## src/rtl/core/mmp_pkg.sv

```systemverilog
// Shared types and constants for the minimap marker projection core.
// Holds the quarter-sine polynomial coefficients, register indexes and stage payloads.
// No dependencies.
package mmp_pkg;

  localparam logic [30:0] COEF_C1 = 31'd1686629713;
  localparam logic [30:0] COEF_C3 = 31'd693598668;
  localparam logic [30:0] COEF_C5 = 31'd85569300;
  localparam logic [30:0] COEF_C7 = 31'd5026994;
  localparam logic [30:0] COEF_C9 = 31'd172273;

  localparam int SUM_W  = 49;  // |v|^2 sum after normalization
  localparam int ROOT_W = 25;  // integer square root of the sum
  localparam int NUM_W  = 42;  // |v| * radius
  localparam int QUO_W  = 18;  // clamped magnitude, never above the radius

  typedef enum logic [1:0] {
    REG_MAP_SCALE     = 2'd0,
    REG_MAP_HALF_SIZE = 2'd1,
    REG_MAP_OFFSET    = 2'd2
  } reg_idx_e;

  typedef struct packed {
    logic signed [24:0] dx;
    logic signed [24:0] dy;
  } delta_t;

  typedef struct packed {
    logic        sx;
    logic        sy;
    logic        outside;
    logic [23:0] nx;
    logic [23:0] ny;
  } vec_t;

  // coefficient subtracted at Horner stage 3..5 of the sine pipe
  function automatic logic [30:0] horner_coef(input int stage);
    logic [30:0] c;
    case (stage)
      3:       c = COEF_C5;
      4:       c = COEF_C3;
      default: c = COEF_C1;
    endcase
    return c;
  endfunction

endpackage

```

## src/rtl/core/mmp_isqrt.sv

```systemverilog
// Pipelined integer square root, one result bit per stage.
// Carries the vector payload alongside. Depends on mmp_pkg.
module mmp_isqrt
  import mmp_pkg::*;
(
  input  logic              clk_i,
  input  logic              rst_ni,
  input  logic              en_i,
  input  logic              vld_i,
  input  logic [SUM_W-1:0]  n_i,
  input  vec_t              vec_i,
  output logic              vld_o,
  output logic [ROOT_W-1:0] root_o,
  output vec_t              vec_o
);

  localparam int NST = ROOT_W;

  logic [NST-1:0]   vld_q;
  logic [SUM_W-1:0] n_q   [NST];
  logic [SUM_W:0]   res_q [NST];
  vec_t             vec_q [NST];
  logic [SUM_W-1:0] n_p   [NST];
  logic [SUM_W:0]   res_p [NST];
  logic [SUM_W:0]   bitv  [NST];
  logic [SUM_W:0]   trial [NST];
  logic [SUM_W-1:0] n_d   [NST];
  logic [SUM_W:0]   res_d [NST];

  always_comb begin
    for (int s = 0; s < NST; s++) begin
      n_p[s]   = (s == 0) ? n_i : n_q[s-1];
      res_p[s] = (s == 0) ? '0 : res_q[s-1];
      bitv[s]  = (SUM_W+1)'(1) << (2 * (NST - 1 - s));
      trial[s] = res_p[s] + bitv[s];
      if ({1'b0, n_p[s]} >= trial[s]) begin
        n_d[s]   = n_p[s] - trial[s][SUM_W-1:0];
        res_d[s] = (res_p[s] >> 1) + bitv[s];
      end else begin
        n_d[s]   = n_p[s];
        res_d[s] = res_p[s] >> 1;
      end
    end
  end

  always_ff @(posedge clk_i) begin
    if (en_i) begin
      for (int s = 0; s < NST; s++) begin
        n_q[s]   <= n_d[s];
        res_q[s] <= res_d[s];
        vec_q[s] <= (s == 0) ? vec_i : vec_q[s-1];
      end
    end
  end

  always_ff @(posedge clk_i or negedge rst_ni) begin
    if (!rst_ni) begin
      vld_q <= '0;
    end else if (en_i) begin
      vld_q <= {vld_q[NST-2:0], vld_i};
    end
  end

  assign vld_o  = vld_q[NST-1];
  assign root_o = res_q[NST-1][ROOT_W-1:0];
  assign vec_o  = vec_q[NST-1];

endmodule

```

## config.mk

```make
export PLATFORM = sky130hd
export DESIGN_NAME = mmp_isqrt
export DESIGN_NICKNAME = d
export VERILOG_FILES = /design/src/rtl/core/mmp_pkg.sv /design/src/rtl/core/mmp_isqrt.sv
export SDC_FILE = /design/constraint.sdc
export NUM_CORES = 2
export LEC_CHECK = 0
export ABC_AREA = 1
export BUFFER_PORTS_ARGS = -buffer_cell sky130_fd_sc_hd__buf_2
export CORE_ASPECT_RATIO = 1.4
export CORE_MARGIN = 3
export CORE_UTILIZATION = 35
export DETAILED_ROUTE_END_ITERATION = 12
export HOLD_SLACK_MARGIN = 0.06
export PLACE_DENSITY_LB_ADDON = 0.25
export SETUP_SLACK_MARGIN = 0.02
export SYNTH_ARGS = -nofsm -noshare
export SYNTH_HDL_FRONTEND = slang
export SYNTH_SLANG_ARGS = --single-unit
```

## constraint.sdc

```tcl
create_clock -name clk_i -period 3.1 [get_ports clk_i]
set_clock_uncertainty 0.05 [all_clocks]
set_input_delay 0.31 -clock clk_i [delete_from_list [all_inputs] [get_ports clk_i]]
set_output_delay 0.31 -clock clk_i [all_outputs]
set_load 0.05 [all_outputs]
```

==> results.json <==
{
  "status": "completed",
  "synthArstFlopShare_pct": 0.893,
  "synth_warnings": 0,
  "clock_latency_ns": 0.91,
  "netlist_area_um2": 123000,
  "dieArea_um2": 360000,
  "fin_area_um2": 147000,
  "antenna_found_initial": 13,
  "cts_max_level": 5,
  "seq_area_frac_synth_pct": 68.0,
  "synth_commonest_cells": "3000 x nand2_1, 2776 x edfxtp_1, 1473 x inv_1",
  "cts_root_buf": "clkbuf_16",
  "synth_top_cell_by_area": "edfxtp_1",
  "grt_pass1_vias": 83848,
  "crit_required_ns": 3.82,
  "drive_gt1_share_pct": 12.1,
  "cp_slowest_cell": "nor2_2",
  "synth.area.top_cells": "edfxtp_1 68%, nand2_1 9.1%, inv_1 4.5%, ha_1 3.5%, nor2_1 3.1%",
  "num_vias": 80313,
  "crit_path_max_incr_delay_ns": 0.70,
  "dpl.hpwl_mm": 299,
  "crit_chain": "ha_1 -> nand2_2 -> inv_2 -> a21oi_1 -> nand2_1 -> a21oi_2 -> nand2_2 -> nor2_2 -> buf_4 -> nand2_2 -> o21ai_2",
  "nets": 12659,
  "gp_congestion": 0.966,
  "path_clk_slew_ns": 0.06,
  "cp_max_fo": 12,
  "start_util_pct": 35.2,
  "place_area_um2": 135000,
  "clock_sinks": 2801,
  "peakVddDrop_mv": 0.479,
  "cp-start-kind": "register",
  "antenna_left": 0,
  "fp.dieH_um": 709,
  "vias_per_cell": 4.69,
  "dp_cells": 16384,
  "io_pins": 181,
  "max-cap-violations": 0,
  "overflow": 0,
  "timing.critical_path.mode_cell": "nand2_2",
  "synth_edf_count": 2776,
  "hold_viol": 0,
  "hold_class": "in2reg",
  "setup_viol": 0,
  "rows": 257,
  "synth_top_area_share_pct": 67.5,
  "fp.dieW_um": 508,
  "synth_area_per_cell_um2": 11.2,
  "grt_pass1_wl_mm": 536,
  "end_kind": "register",
  "syn_to_final_growth_pct": 19.0,
  "dr.pass1.iters": 8,
  "path_class": "reg2reg",
  "synth_most_common_cell": "nand2_1",
  "fp.coreArea_um2": 350000,
  "grt_max_degree": 96,
  "drt_iter0_drc": 4487,
  "drt_drc_violations_left": 0,
  "fin_cells": 17137,
  "p_leak_nw": 59.7,
  "syn_nets": 11437,
  "clockBufferDepth": 4,
  "finalCritPeriodShare_pct": 98.0,
  "syn_inst": 10986,
  "wirelength_mm": 374,
  "grtUsageTotal_pct": 20.5,
  "max_freq_mhz": 329,
  "cellPowerDensity_nw_per_um2": 723,
  "drv_slew": 0,
  "tritoncts": "built",
  "yosysUniqueCellTypes": 63,
  "io_buffers": 180,
  "min_period_ns": 3.04,
  "fill_cells": 33619,
  "synth_flop_cell": "edfxtp_1",
  "tightest_slew_ns": 0.853,
  "wire_per_inst_um": 21.8,
  "slew_headroom_pct": 43.1,
  "ys_seq_elements": 2801,
  "rsz0062_at_grt": "yes",
  "worstPathArrival_ns": 3.76,
  "numCtsBuffers": 298
}
==> worst max-delay path: cells and delay by family (launching register included) <==
family / cells / cell delay (ns)
flip-flops: 1 / 0.40
buffers and inverters: 2 / 0.29
AND/OR/NAND/NOR: 5 / 1.24
adder cells (fa/ha/maj): 1 / 0.44
AO/OA/AOI/OAI: 3 / 0.51
==> cell type report <==
| class | count | area (um^2) | area share (%) |
|---|---|---|---|
| Antenna cell | 41 | 103 | 0.0698 |
| Tap cell | 4662 | 5830 | 3.97 |
| Clock inverter | 184 | 2010 | 1.37 |
| Clock buffer | 342 | 7710 | 5.25 |
| Inverter | 1504 | 5650 | 3.85 |
| Multi-Input combinational cell | 6604 | 33200 | 22.6 |
| Timing Repair Buffer | 999 | 8400 | 5.71 |
| Sequential cell | 2801 | 84000 | 57.2 |
==> sequential cells by signal, summed over array words and instances, names as in the netlist <==
register  cells
n_q        1176
res_q       325
vec_q      1275
vld_q        25
==> per-layer routing <==
layer / vias up / wire length (um) / global-route usage, %
li1: 39674 / - / -
met1: 37804 / 109000 / 16.4
met2: 1726 / 210000 / 40.8
met3: 1109 / 10700 / 2.60
met4: 0 / 44400 / 20.1
met5: - / 0 / 0
==> placed cells by master, fill, tap and decap left out, drive strengths merged, types with 126 or more instances in the layout <==
cell type,Yosys,layout
a21oi,424,424
buf,73,817
clkbuf,7,342
dlygate4sd3,0,182
edfxtp,2776,2776
ha,346,346
inv,1503,1516
nand2,3054,3054
nand3,549,549
nand4,190,190
nor2,1056,1059
nor3,126,126
o21ai,281,281
xnor2,149,149
xor2,158,158
==> worst paths after layout <==
| path | startpoint | end | slack [ns] | cells past startpoint |
|---|---|---|---|---|
| max | n_q[2][270]$_DFFE_PP_ | n_q[2][314]$_DFFE_PP_ | 0.06 | 11 |
| min | vec_i[48] | vec_q[0][48]$_DFFE_PP_ | 0.11 | 2 |
| max reg2reg | n_q[2][270]$_DFFE_PP_ | n_q[2][314]$_DFFE_PP_ | 0.06 | 11 |
| min reg2reg | vec_q[7][35]$_DFFE_PP_ | vec_q[8][35]$_DFFE_PP_ | 0.28 | 0 |
| max in group asynchronous | rst_ni | vld_q[20]$_DFFE_PN0P_ | 2.42 | 4 |
| min in group asynchronous | rst_ni | vld_q[17]$_DFFE_PN0P_ | 0.42 | 4 |
==> repair_timing <==
item,4_1_cts,5_1_grt
hold buffers,183,0
pin swaps,0,2
setup buffers,0,0
setup endpoints to repair,30,28
gates resized for setup,3,7
endpoints found under the hold margin,213,0
gates cloned,0,3
==> per-stage QoR <==
stage / power [mW] / setup WS, ns / util [%] / TNS (ns) / hold WS, ns
2_1_floorplan: 60.5 / 0.925 / - / 0 / -0.0356
3_3_place_gp: 71.1 / -0.126 / 38.6 / -1.75 / 0.285
3_5_place_dp: 71.1 / -0.120 / 38.6 / -1.37 / 0.294
4_1_cts: 108 / 0.0222 / 41.9 / 0 / 0.0607
5_1_grt: 111 / 0.0130 / 41.9 / 0 / 0.0707
6_report: 106 / 0.0606 / 41.9 / 0 / 0.111
==> report_power, final <==
part           leakage (nW)  internal, mW  switching, mW
registers              27.2          46.3           2.53
clock network          4.72          20.8           15.0
logic                  27.8          7.15           14.4
total                  59.7          74.3           31.9
==> logic make-up (layout without fill, tap and decap cells) <==
kind of cell	Yosys count	in the layout	synth area share (%)
AOI/OAI and AO/OA	790	790	3.63
muxes	1	1	0.00912
and+or+nand+nor	5155	5158	17.5
adders and majority gates	347	347	3.52
buffers and inverters	1584	3029	5.12
xor gates and xnor gates	307	307	2.18
DFF	2801	2801	68.0
other	1	42	0.00304
No activity file was read; power rests on OpenSTA's default activity.
