--- config.mk ---
export PLATFORM = sky130hd
export DESIGN_NAME = mmp_div
export DESIGN_NICKNAME = d
export VERILOG_FILES = /design/src/rtl/core/mmp_pkg.sv /design/src/rtl/core/mmp_div.sv
export SDC_FILE = /design/constraint.sdc
export NUM_CORES = 2
export LEC_CHECK = 0
export BUFFER_PORTS_ARGS = -buffer_cell sky130_fd_sc_hd__buf_4
export CORE_MARGIN = 3
export CORE_UTILIZATION = 28
export DETAILED_ROUTE_END_ITERATION = 12
export PLACE_DENSITY = 0.53
export SLEW_MARGIN = 40
export SYNTH_ARGS = -nofsm -noshare
export SYNTH_HDL_FRONTEND = slang
export SYNTH_MEMORY_MAX_BITS = 65536
export SYNTH_SLANG_ARGS = --single-unit
--- constraint.sdc ---
create_clock -name clk_i -period 4.4 [get_ports clk_i]
set_clock_uncertainty 0.1 [all_clocks]
set_input_delay 0 -clock clk_i [delete_from_list [all_inputs] [get_ports clk_i]]
set_output_delay 0 -clock clk_i [all_outputs]
set_load 0.01 [all_outputs]
--- src/rtl/core/mmp_pkg.sv ---
// Shared types and constants for the minimap marker projection core.
// Holds the quarter-sine polynomial coefficients, register indexes and stage payloads.
// No dependencies.
package mmp_pkg;

  localparam logic [30:0] COEF_C1 = 31'd1686629713;
  localparam logic [30:0] COEF_C3 = 31'd693598668;
  localparam logic [30:0] COEF_C5 = 31'd85569300;
  localparam logic [30:0] COEF_C7 = 31'd5026994;
  localparam logic [30:0] COEF_C9 = 31'd172273;

  localparam int SUM_W  = 49;  // |v|^2 sum after normalization
  localparam int ROOT_W = 25;  // integer square root of the sum
  localparam int NUM_W  = 42;  // |v| * radius
  localparam int QUO_W  = 18;  // clamped magnitude, never above the radius

  typedef enum logic [1:0] {
    REG_MAP_SCALE     = 2'd0,
    REG_MAP_HALF_SIZE = 2'd1,
    REG_MAP_OFFSET    = 2'd2
  } reg_idx_e;

  typedef struct packed {
    logic signed [24:0] dx;
    logic signed [24:0] dy;
  } delta_t;

  typedef struct packed {
    logic        sx;
    logic        sy;
    logic        outside;
    logic [23:0] nx;
    logic [23:0] ny;
  } vec_t;

  // coefficient subtracted at Horner stage 3..5 of the sine pipe
  function automatic logic [30:0] horner_coef(input int stage);
    logic [30:0] c;
    case (stage)
      3:       c = COEF_C5;
      4:       c = COEF_C3;
      default: c = COEF_C1;
    endcase
    return c;
  endfunction

endpackage

--- src/rtl/core/mmp_div.sv ---
// Pipelined two-lane restoring divider, one quotient bit per stage.
// Both lanes share the divisor; carries the vector payload. Depends on mmp_pkg.
module mmp_div
  import mmp_pkg::*;
(
  input  logic                       clk_i,
  input  logic                       rst_ni,
  input  logic                       en_i,
  input  logic                       vld_i,
  input  logic [1:0][NUM_W-1:0]      num_i,
  input  logic [ROOT_W-1:0]          den_i,
  input  vec_t                       vec_i,
  output logic                       vld_o,
  output logic [1:0][QUO_W-1:0]      quo_o,
  output vec_t                       vec_o
);

  localparam int NST = QUO_W;

  logic [NST-1:0]    vld_q;
  logic [ROOT_W-1:0] rem_q [NST][2];
  logic [NUM_W-1:0]  num_q [NST][2];
  logic [QUO_W-1:0]  quo_q [NST][2];
  logic [ROOT_W-1:0] den_q [NST];
  vec_t              vec_q [NST];
  logic [ROOT_W-1:0] rem_p [NST][2];
  logic [NUM_W-1:0]  num_p [NST][2];
  logic [QUO_W-1:0]  quo_p [NST][2];
  logic [ROOT_W-1:0] den_p [NST];
  logic [ROOT_W:0]   t     [NST][2];
  logic [ROOT_W-1:0] rem_d [NST][2];
  logic [QUO_W-1:0]  quo_d [NST][2];

  always_comb begin
    for (int s = 0; s < NST; s++) begin
      den_p[s] = (s == 0) ? den_i : den_q[s-1];
      for (int l = 0; l < 2; l++) begin
        rem_p[s][l] = (s == 0) ? ROOT_W'(num_i[l] >> QUO_W) : rem_q[s-1][l];
        num_p[s][l] = (s == 0) ? num_i[l] : num_q[s-1][l];
        quo_p[s][l] = (s == 0) ? '0 : quo_q[s-1][l];
        t[s][l]     = {rem_p[s][l], num_p[s][l][QUO_W-1-s]};
        if (t[s][l] >= {1'b0, den_p[s]}) begin
          rem_d[s][l] = ROOT_W'(t[s][l] - {1'b0, den_p[s]});
          quo_d[s][l] = quo_p[s][l] | (QUO_W'(1) << (QUO_W - 1 - s));
        end else begin
          rem_d[s][l] = t[s][l][ROOT_W-1:0];
          quo_d[s][l] = quo_p[s][l];
        end
      end
    end
  end

  always_ff @(posedge clk_i) begin
    if (en_i) begin
      for (int s = 0; s < NST; s++) begin
        den_q[s] <= den_p[s];
        vec_q[s] <= (s == 0) ? vec_i : vec_q[s-1];
        for (int l = 0; l < 2; l++) begin
          rem_q[s][l] <= rem_d[s][l];
          num_q[s][l] <= num_p[s][l];
          quo_q[s][l] <= quo_d[s][l];
        end
      end
    end
  end

  always_ff @(posedge clk_i or negedge rst_ni) begin
    if (!rst_ni) begin
      vld_q <= '0;
    end else if (en_i) begin
      vld_q <= {vld_q[NST-2:0], vld_i};
    end
  end

  assign vld_o    = vld_q[NST-1];
  assign quo_o[0] = quo_q[NST-1][0];
  assign quo_o[1] = quo_q[NST-1][1];
  assign vec_o    = vec_q[NST-1];

endmodule

==> results.py <==
metrics = {
    "timing": {
        "slew_headroom_pct": 36.56,
        "fmax_ghz": 0.2380,
        "worst_pin_slew_ns": 0.9397,
        "fin_tns_setup_ns": 0,
        "setup_viol": 0,
        "hold_viol_final": 0,
        "drv_slew": 0,
        "period_minus_slack_ns": 4.203,
        "finalCritPeriodShare_pct": 95.51,
        "rsz0062_at_grt": "no",
    },
    "placement": {
        "hpwl_um": 242400,
        "gp_congestion": 0.8852,
        "place_area_um2": 151300,
        "numPortBuffers": 251,
    },
    "floorplanning": {
        "row_count": 258,
        "die_x_um": 711.3,
        "die_area_um2": 506000,
        "core_um2": 494500,
        "initial_core_util_pct": 28.17,
        "io_pins": 252,
        "fp.dieH_um": 711.3,
    },
    "grt": {
        "grt_pass1_vias": 87953,
        "grt_overflow": 0,
        "antenna_found_initial": 3,
        "grt_first_pass_wirelength_um": 500400,
        "track_usage_pct": 12.45,
        "grt_max_degree": 154,
    },
    "synth": {
        "yosys_warnings": 0,
        "synth_seq_cells": 2859,
        "ys_seq_area_share_pct": 61.57,
        "synth_flop_cell": "edfxtp_1",
        "synthArstFlopShare_pct": 0.6296,
        "synth_cells": 10603,
        "synth_area_per_cell_um2": 13.14,
        "netlist_area_um2": 139300,
        "synth_edf_count": 2841,
        "synth_cell_type_count": 98,
        "syn-num-nets": 11701,
    },
    "clock_tree": {
        "post_cts_buffers": 0,
        "root_buffer": "clkbuf_16",
        "worstSkewPairLatency_ns": 0.95,
        "numCtsBuffers": 341,
        "path_clk_slew_ns": 0.06,
        "htree_levels": 5,
        "cts_tree": "yes",
        "clk_path_buf_depth": 4,
        "clkSinkCount": 2859,
    },
    "power_and_ir_drop": {
        "leakage_uw": 0.06333,
        "vdd_drop_max_uv": 456.2,
        "power_density_nw_per_um2": 692.1,
    },
    "min_path": {
        "hold_class": "in -> async",
    },
    "detailed_routing": {
        "vias_per_cell": 4.558,
        "drtIter0Drc": 4547,
        "drc_errors": 0,
        "vias": 84345,
        "wl_per_cell_um": 17.67,
        "ant_nets": 0,
        "firstDrtPassIters": 5,
        "drt_wl_total_um": 327000,
    },
    "worst_setup_path": {
        "crit_required_ns": 4.98,
        "path_class": "in -> reg",
        "end_kind": "flip-flop",
        "crit_path_start_kind": "input pin",
        "arrival_ns": 4.78,
        "cp_max_fo": 23,
    },
    "finish": {
        "fin_nets": 12690,
        "layout-drive-gt1-share_pct": 12.59,
        "fin_area_um2": 165900,
        "fin_util_pct": 33.55,
        "synthToLayoutAreaGrowth_pct": 19.12,
        "fill_cells": 48933,
    },
    "run_status": {
        "status": "complete, no violations",
    },
    "job": {
        "cap_violations": 0,
    },
}
-- logic make-up after synthesis --
| kind of cell | Yosys count | synth area share (%) |
|---|---|---|
| multiplexers | 451 | 3.658 |
| AND/OR/NAND/NOR | 2062 | 7.058 |
| flip-flops | 2859 | 61.57 |
| XOR/XNOR | 695 | 4.370 |
| AO/OA/AOI/OAI | 2707 | 12.29 |
| buffers and inverters | 895 | 2.480 |
| adder cells (fa/ha/maj) | 934 | 8.573 |
-- Yosys cell counts (18+ instances only) --
master	count	area share, %
clkbuf_1	156	0.42
and3_1	73	0.33
a2111oi_0	26	0.16
edfxtp_1	2841	61
nand2_1	593	1.6
or2_2	31	0.14
buf_2	43	0.15
o21ai_0	582	2.1
o41ai_1	19	0.12
o31ai_1	67	0.36
o211ai_1	45	0.24
a221oi_1	29	0.18
and4_1	24	0.15
and2_1	37	0.17
or3_1	37	0.17
ha_1	900	8.1
inv_1	676	1.8
nand4_1	122	0.55
xor2_1	266	1.7
dfrtp_1	18	0.32
o21a_1	123	0.66
xnor2_1	429	2.7
nor2b_1	102	0.46
mux2i_1	38	0.27
nor4_1	32	0.14
mux2_2	393	3.2
o21bai_1	88	0.47
a21o_1	404	2.2
fa_1	34	0.49
a21oi_1	846	3.0
nand3_1	168	0.60
a211oi_1	92	0.50
nor2_1	600	1.6
nand2b_1	94	0.42
nor3_1	73	0.26
a31o_2	23	0.14
o31a_1	27	0.17
a211o_1	41	0.26
a21boi_0	31	0.17
a31oi_1	83	0.37
-- report_power, final --
group | internal (µW) | switching [µW] | leakage, µW
clock network | 16000 | 11500 | 0.00528
logic | 20500 | 25400 | 0.0301
registers | 38200 | 3310 | 0.0280
-- placed cells by master (no fill, tap or decap), drive strengths merged, types with 88 or more instances in the layout --
master,n
inv,695
mux2,413
nand3,168
clkinv,151
clkbuf,410
xor2,266
nand4,122
a21o,404
a211oi,93
dlygate4sd3,370
a21oi,848
nor2,600
xnor2,429
o21bai,88
o21ai,600
nand2b,94
nor2b,102
edfxtp,2841
buf,494
o21a,123
nand2,593
ha,900
-- timing repair --
item / CTS / global route
endpoints found under the setup margin: 0 / 6
gates resized for setup: 0 / 1
endpoints found under the hold margin: 2066 / 18
hold buffers: 371 / 1
-- registers in the layout, summed over array words and instances (netlist names) --
signal  flops
num_q     306
quo_q     342
vec_q     918
den_q     425
vld_q      18
rem_q     850
-- worst max-delay path: stages --
cell and delay, ns:
dlygate4sd3_1 0.53, buf_4 0.13, dlygate4sd3_1 0.55, inv_1 0.08
ha_1 0.18, nand2b_1 0.13, a21oi_1 0.11, nor3_2 0.36
o21ai_0 0.20, a31oi_1 0.44, o21ai_1 0.21, a21o_1 0.23
a311oi_4 0.42, buf_12 0.24, mux2_2 0.37, dlygate4sd3_1 0.58
-- stage by stage --
step | setup slack (ns) | std cells | hold slack (ns) | total power [µW]
after detailed placement | 0.1425 | 17505 | -0.2166 | 87550
after CTS | 0.1349 | 18499 | 0.01284 | 116400
after global placement | 0.1795 | 17501 | -0.2230 | 87390
final | 0.1975 | 18504 | 0.09400 | 114800
after global routing | 0.01286 | 18503 | 0.07281 | 122700
after floorplan | 0.8142 | 10603 | -0.3956 | 73390
-- final timing paths --
check,start,to,slack (ns),depth (start not counted)
setup / recovery,num_i[59],rem_q[0][21],0.20,16
hold / removal,rst_ni,vld_q[0],0.09,4
setup reg to reg,num_q[2][54],rem_q[2][82],0.27,15
hold reg to reg,num_q[2][135],num_q[3][51],0.25,0
max in group asynchronous,rst_ni,vld_q[17],3.82,4
min in group clk_i,den_i[24],quo_q[0][17],0.13,6
-- cell type report --
type	instances	area, µm²	share of cell area, %
flip-flops and latches	2859	85760	51.69
inverters	677	2541	1.532
diodes	2	5.005	0.003016
multi-input cells	6849	50300	30.31
repair buffers	864	8155	4.915
clock inverters	213	1992	1.200
clock buffers	410	8877	5.350
well taps	6630	8295	4.999
-- routing by layer --
metal	vias up	track usage [%]	wire length, µm
li1	42137	-	-
met3	644	1.833	10040
met2	1230	23.74	173300
met4	0	5.786	16360
met1	40334	13.41	127400
met5	-	0	0
No activity file was read; power rests on OpenSTA's default activity.
